--- config.mk ---
export PLATFORM = sky130hd
export DESIGN_NAME = acv_cell
export DESIGN_NICKNAME = d
export VERILOG_FILES = /design/src/rtl/arch_conditional_variance_macros.svh /design/src/rtl/acv_pkg.sv /design/src/rtl/acv_cell.sv
export SDC_FILE = /design/constraint.sdc
export NUM_CORES = 1
export LEC_CHECK = 0
export ABC_AREA = 0
export BUFFER_PORTS_ARGS = -buffer_cell sky130_fd_sc_hd__buf_2
export CORE_ASPECT_RATIO = 1.5
export CORE_MARGIN = 10
export CORE_UTILIZATION = 35
export CTS_CLUSTER_DIAMETER = 30
export DETAILED_ROUTE_END_ITERATION = 8
export PLACE_DENSITY_LB_ADDON = 0.2
export SYNTH_ARGS = -nofsm -noshare
export SYNTH_HDL_FRONTEND = slang
export SYNTH_SLANG_ARGS = --single-unit
--- constraint.sdc ---
create_clock -name clk -period 6.3 [get_ports clk]
set_clock_uncertainty 0.05 [all_clocks]
set_input_delay 0.63 -clock clk [delete_from_list [all_inputs] [get_ports clk]]
set_output_delay 0.63 -clock clk [all_outputs]
set_load 0.01 [all_outputs]
--- src/rtl/arch_conditional_variance_macros.svh ---
// ---------------------------------------------------------------------------
// arch_conditional_variance_macros.svh
// Assertion macros shared by the ARCH variance RTL.
// ---------------------------------------------------------------------------
`ifndef ARCH_CONDITIONAL_VARIANCE_MACROS_SVH
`define ARCH_CONDITIONAL_VARIANCE_MACROS_SVH

// Same-cycle implication, disabled during reset
`define ACV_ASSERT_IMPLY(label, clk, rst_n, ante, cons, msg) \
    label: assert property (@(posedge clk) disable iff (!rst_n) (ante) |-> (cons)) \
        else $error(msg);

// Next-cycle implication, disabled during reset
`define ACV_ASSERT_NEXT(label, clk, rst_n, ante, cons, msg) \
    label: assert property (@(posedge clk) disable iff (!rst_n) (ante) |=> (cons)) \
        else $error(msg);

`endif

--- src/rtl/acv_pkg.sv ---
// ---------------------------------------------------------------------------
// acv_pkg
// Types and fixed widths for the ARCH conditional variance engine.
// ---------------------------------------------------------------------------
`timescale 1ns / 1ps
`default_nettype none

package acv_pkg;

    // Field widths (fixed by the data formats)
    localparam int RES_W      = 16;  // residual, signed Q4.12
    localparam int HIST_W     = 31;  // stored square, unsigned Q7.24
    localparam int COEF_W     = 16;  // lag coefficient, Q2.14
    localparam int CONST_W    = 32;  // constant term, Q8.24
    localparam int PROD_W     = 32;  // truncated product, Q8.24
    localparam int SUM_W      = 36;  // result, Q12.24
    localparam int FRAC_SHIFT = 14;  // Q9.38 -> Q8.24
    localparam int MAX_LAGS   = 7;
    localparam int CFG_IDX_W  = 3;
    localparam int CFG_DATA_W = 32;

    // Register indexes
    localparam logic [CFG_IDX_W-1:0] REG_CONST_TERM = 3'd0;
    localparam logic [CFG_IDX_W-1:0] REG_COEF_LAG1  = 3'd1;

    // Sequencer states
    typedef enum logic [1:0] {
        ST_IDLE,
        ST_SHIFT,
        ST_RUN
    } acv_state_t;

    // Per-cell control
    typedef struct packed {
        logic shift;    // take the neighbor's square this cycle
        logic zero_in;  // take zero instead (series restart)
    } acv_cell_ctrl_t;

endpackage

`default_nettype wire

--- src/rtl/acv_cell.sv ---
// ---------------------------------------------------------------------------
// acv_cell
// One lag tap: holds a stored square, weights it by its coefficient and adds
// the product onto the partial sum handed over from the previous cell.
// ---------------------------------------------------------------------------
`timescale 1ns / 1ps
`default_nettype none

module acv_cell (
    input  wire logic                        clk,
    input  wire logic                        rst_n,
    input  wire acv_pkg::acv_cell_ctrl_t     ctrl,
    input  wire logic [acv_pkg::HIST_W-1:0]  hist_in,
    input  wire logic [acv_pkg::COEF_W-1:0]  coef,
    input  wire logic [acv_pkg::SUM_W-1:0]   sum_in,
    output logic      [acv_pkg::HIST_W-1:0]  hist_out,
    output logic      [acv_pkg::SUM_W-1:0]   sum_out
);

    localparam int FULL_W = acv_pkg::COEF_W + acv_pkg::HIST_W;

    logic [acv_pkg::HIST_W-1:0] hist_reg;
    logic [acv_pkg::HIST_W-1:0] hist_next;
    logic [acv_pkg::PROD_W-1:0] prod_reg;
    logic [acv_pkg::SUM_W-1:0]  sum_reg;
    logic [FULL_W-1:0]          prod_full;

    // History tap: shift from neighbor, or clear on restart
    always_comb
    begin
        hist_next = hist_reg;
        if (ctrl.shift)
        begin
            hist_next = ctrl.zero_in ? '0 : hist_in;
        end
    end

    always_ff @(posedge clk or negedge rst_n)
    begin
        if (!rst_n)
        begin
            hist_reg <= '0;
        end
        else
        begin
            hist_reg <= hist_next;
        end
    end

    // Q2.14 * Q7.24, floor to Q8.24 (top bit is always zero)
    assign prod_full = FULL_W'(coef) * FULL_W'(hist_reg);

    // Product and partial sum run every cycle
    always_ff @(posedge clk)
    begin
        prod_reg <= prod_full[acv_pkg::FRAC_SHIFT +: acv_pkg::PROD_W];
        sum_reg  <= sum_in + acv_pkg::SUM_W'(prod_reg);
    end

    assign hist_out = hist_reg;
    assign sum_out  = sum_reg;

endmodule

`default_nettype wire

; ---- Word-level counts from Yosys, hierarchy flattened
; Index checks and enable logic that the tools add are counted.
[totals]
out_inout_bits = 67
regBits = 99
inputBits = 87
[classes]
n_mul = 1
n_addsub = 1
n_mux = 1
[ops]
columns = op, n
row1 = $mul 16x31->46, 1
row2 = $add 36x32->36, 1
row3 = $mux 31, 1

; ---- Depth between registers and ports, before layout
[logic_depth]
ltp_word = 1
mapped_depth = 24
depth_no_buf = 23

; ---- Least setup slack after synthesis
; OpenSTA, ideal clock, no wires.
[synth_timing]
kind = in2reg
startpoint = input port coef[1] (netlist bit)
endpoint = register prod_reg[28] (netlist bit)
t_arrival_ps = 5908
setup_time_ps = 119
required_ps = 6131
path_slack_ps = 223
cell_stages = 21
cell_sequence = clkbuf_1 nand2_1 fa_1 fa_1 fa_1 fa_1 inv_1 fa_1 inv_1 fa_1 inv_1 ha_1 o21ai_1 a211o_1 and3_4 a2111oi_4 nor2_2 o21ai_4 a21o_1 a31oi_1 xnor2_1
[synth_via]
elab_chain_len = 1
[synth_lines]
columns = item, line_no
row1 = "start, declared", acv_cell.sv:14  ; input wire logic [acv_pkg::COEF_W-1:0] coef,
row2 = $mul 16x31->46, acv_cell.sv:51  ; assign prod_full = FULL_W'(coef) * FULL_W'(hist_reg);
row3 = via prod_full[42], acv_cell.sv:26  ; logic [FULL_W-1:0] prod_full;
row4 = "end signal, assigned", acv_cell.sv:56  ; prod_reg <= prod_full[acv_pkg::FRAC_SHIFT +: acv_pkg::PROD_W];
row5 = "end, declared", acv_cell.sv:24  ; logic [acv_pkg::PROD_W-1:0] prod_reg;
; The timed path passes the listed nets, and every way through them passes these cells.
; A chain may end at the register's enable or synchronous reset.

; ---- Worst setup path after layout
[layout_timing]
startpoint = register hist_reg (netlist bit hist_out[9])
endpoint = register prod_reg[31] (netlist bit)
[layout_via]
elab_chain_len = 1
[layout_lines]
columns = item, line_no
row1 = "start, declared", acv_cell.sv:22  ; logic [acv_pkg::HIST_W-1:0] hist_reg;
row2 = "start signal, assigned", acv_cell.sv:46  ; hist_reg <= hist_next;
row3 = $mul 16x31->46, acv_cell.sv:51
row4 = via prod_full[45], acv_cell.sv:26
; The timed path passes the listed nets, and every way through them passes these cells.

==> flow_metrics.tcl <==
set metrics [dict create \
    core_area_um2 54800 \
    initial_core_util 0.354 \
    initialDrtViolationCount 635 \
    yosysWarningCount 0 \
    multi_input_area_um2 15300 \
    grt_pass1_vias 16369 \
    rsz0062_at_grt "true" \
    largest_reg_flops 36 \
    num_vias 15047 \
    postRouteAntennaNets 0 \
    dieHeight_um 308 \
    cts_buffers 9 \
    final_util 0.411 \
    cp.arrival_ps 6410 \
    slew_violations 0 \
    p_leak_nw 11.2 \
    cts_num_sinks 99 \
    fp.dieArea_um2 65500 \
    port_buffers 153 \
    grt_usage 0.176 \
    path_clk_slew_ps 90 \
    finalCriticalPeriod_ps 6130 \
    place_inst 3064 \
    fillers 5519 \
    async_flop_share 0.313 \
    synthFlopType "dfxtp_1" \
    timing.fmax_mhz 163 \
    place_congestion 0.889 \
    dp_hpwl_um 48500 \
    synth_edf_count 0 \
    reg2reg_slack_ps 170 \
    fin_nets 3023 \
    syn2layout_area_growth_pct 16.0 \
    wirelength_um 56500 \
    drt-wirelength-per-cell_um 18.3 \
    cp-start-kind "flop" \
    clockBufferDepth 2 \
    cts_tree "yes" \
    finalHoldViolCount 0 \
    irDropWorstVdd_v 0.000528 \
    cp_max_fo 6 \
    regArea_um2 2150 \
    hp-class "in -> async" \
    synth_cell_types 59 \
    syn_nets 2784 \
    worst_ep_required_time_ps 6580 \
    yosys.area.top_type_share 0.416 \
    grt_pass1_wl_um 88200 \
    final_cell_mix "inv_1, fa_1, nand2_1" \
    syn_inst 2150 \
    cts_root_buffer "clkbuf_16" \
    critPathCaptureType "flop" \
    worst_pin_slew_ps 939 \
    setup_violations 0 \
    die_w_um 212 \
    drive_above_1_share 0.160 \
    antenna_found_initial 2 \
    synth_area_leaders "fa_1, ha_1, inv_1" \
    max_cap_violations 0 \
    remaining_drc_errors 0 \
    stdcell_count 3090 \
    grt_max_degree 63 \
    rows 105 \
    ys_seq_area_frac 0.110 \
    viasPerCell 4.87 \
    grt-ovfl-total 0 \
    ys_seq_elements 99 \
    slew_headroom 0.374 \
    yosys.area.top_type "fa_1" \
    power_density_nw_per_um2 504 \
    worst_skew_pair.late_latency_ps 400 \
    htreeDepth 3 \
    drtPass1Iterations 4 \
    syn_area_um2 19400 \
    crit_type "reg -> reg" \
    final_common_cell "inv_1" \
    hold-worst-slack_ps 240 \
    run_status "finished, final reports clean" \
    synth.avg_cell_area_um2 9.03 \
    fin_crit_sh 0.972 \
    io_pins 154 \
]
## final timing paths
kind | startpoint | endpoint | cells past startpoint
worst min register to register | prod_reg[0] | sum_out[0] | 1
min in group clk | sum_in[34] | sum_out[34] | 2
worst max-delay path | hist_out[9] | prod_reg[31] | 20
max in group asynchronous | rst_n | hist_out[21] | 1
worst min-delay path | rst_n | hist_out[12] | 1
worst max register to register | hist_out[9] | prod_reg[31] | 20
## repair_timing
item / in CTS / in global routing
pin swaps: 0 / 14
setup endpoints to repair: 4 / 17
gates resized for setup: 8 / 25
cloned: 0 / 1
hold buffers: 0 / 0
setup buffers: 0 / 8
## power breakdown
| group | internal, W | switching, W | leakage (nW) | total, W |
|---|---|---|---|---|
| sequential | 0.000973 | 0.000127 | 0.961 | 0.00110 |
| combinational | 0.00458 | 0.00503 | 10.1 | 0.00961 |
| clock | 0.000294 | 0.000341 | 0.155 | 0.000635 |
## Yosys cell counts (2+ instances only)
| library cell | number |
|---|---|
| o41ai_2 | 2 |
| and4_1 | 5 |
| o21bai_1 | 10 |
| and3_1 | 8 |
| nand4_1 | 7 |
| inv_1 | 460 |
| fa_1 | 403 |
| o2111ai_1 | 2 |
| a211oi_1 | 8 |
| nor2_1 | 37 |
| nand2b_1 | 5 |
| o31ai_2 | 2 |
| dfxtp_1 | 68 |
| nor3_1 | 10 |
| xor2_1 | 20 |
| nor2b_1 | 8 |
| a21o_1 | 33 |
| a31oi_1 | 7 |
| nand3_1 | 11 |
| a211o_1 | 3 |
| ha_1 | 144 |
| o21ai_1 | 5 |
| dfrtp_1 | 31 |
| nand2_1 | 327 |
| and2_1 | 206 |
| a21boi_0 | 4 |
| o21ai_2 | 2 |
| xnor2_1 | 46 |
| o221ai_1 | 2 |
| o211ai_1 | 2 |
| nand3b_1 | 32 |
| clkbuf_1 | 90 |
| a21oi_1 | 60 |
| o21a_1 | 8 |
| or2_2 | 2 |
| o21ai_0 | 56 |
| a221oi_1 | 2 |
## logic make-up (layout without fill, tap and decap cells)
| group | count (synthesis) | count (layout) | synth area share |
|---|---|---|---|
| XOR/XNOR | 66 | 66 | 0.0298 |
| flip-flops | 99 | 99 | 0.110 |
| adder cells (fa/ha/maj) | 547 | 547 | 0.509 |
| buffers and inverters | 553 | 797 | 0.107 |
| other | 0 | 1 | 0 |
| AND/OR/NAND/NOR | 665 | 665 | 0.170 |
| AO/OA/AOI/OAI | 220 | 220 | 0.0743 |
## final cells by class
| type | count | share of cell area |
|---|---|---|
| Sequential cell | 99 | 0.0955 |
| Inverter | 460 | 0.0767 |
| Clock buffer | 9 | 0.0100 |
| Tap cell | 695 | 0.0386 |
| Clock inverter | 7 | 0.00417 |
| Multi-Input combinational cell | 1498 | 0.678 |
| Antenna cell | 1 | 0.000111 |
| Timing Repair Buffer | 321 | 0.0964 |
## per-layer routing
metal	GRT usage	share of wire	up-vias
met2	0.346	0.58	324
met5	0	0.00023	-
met3	0.0206	0.031	105
met1	0.177	0.34	7681
li1	-	-	6935
met4	0.0857	0.046	2
## metrics by stage
step	worst slack [ps]	setup TNS, ps	total power [W]	cell area, µm²
floorplan	223	0	0.00696	19400
global placement	-371	-5440	0.0107	22000
detailed placement	-477	-7090	0.0108	22000
CTS	43.6	0	0.0115	22300
global route	-53.6	-98.8	0.0127	22500
finish	175	0	0.0113	22500
## worst max-delay path, cell delays in order, from the launching register on
cell	delay, ps
dfrtp_1	420
buf_4	180
buf_4	160
and2_1	180
fa_1	560
fa_1	450
fa_2	610
fa_1	440
fa_1	490
inv_1	50
fa_1	470
inv_1	40
ha_1	300
and4_1	190
a221oi_2	360
o221ai_2	180
o2111ai_2	270
a21oi_1	110
o31ai_2	280
a21oi_1	110
a31oi_1	150
Note: power is estimated with default switching activity, not from simulation.
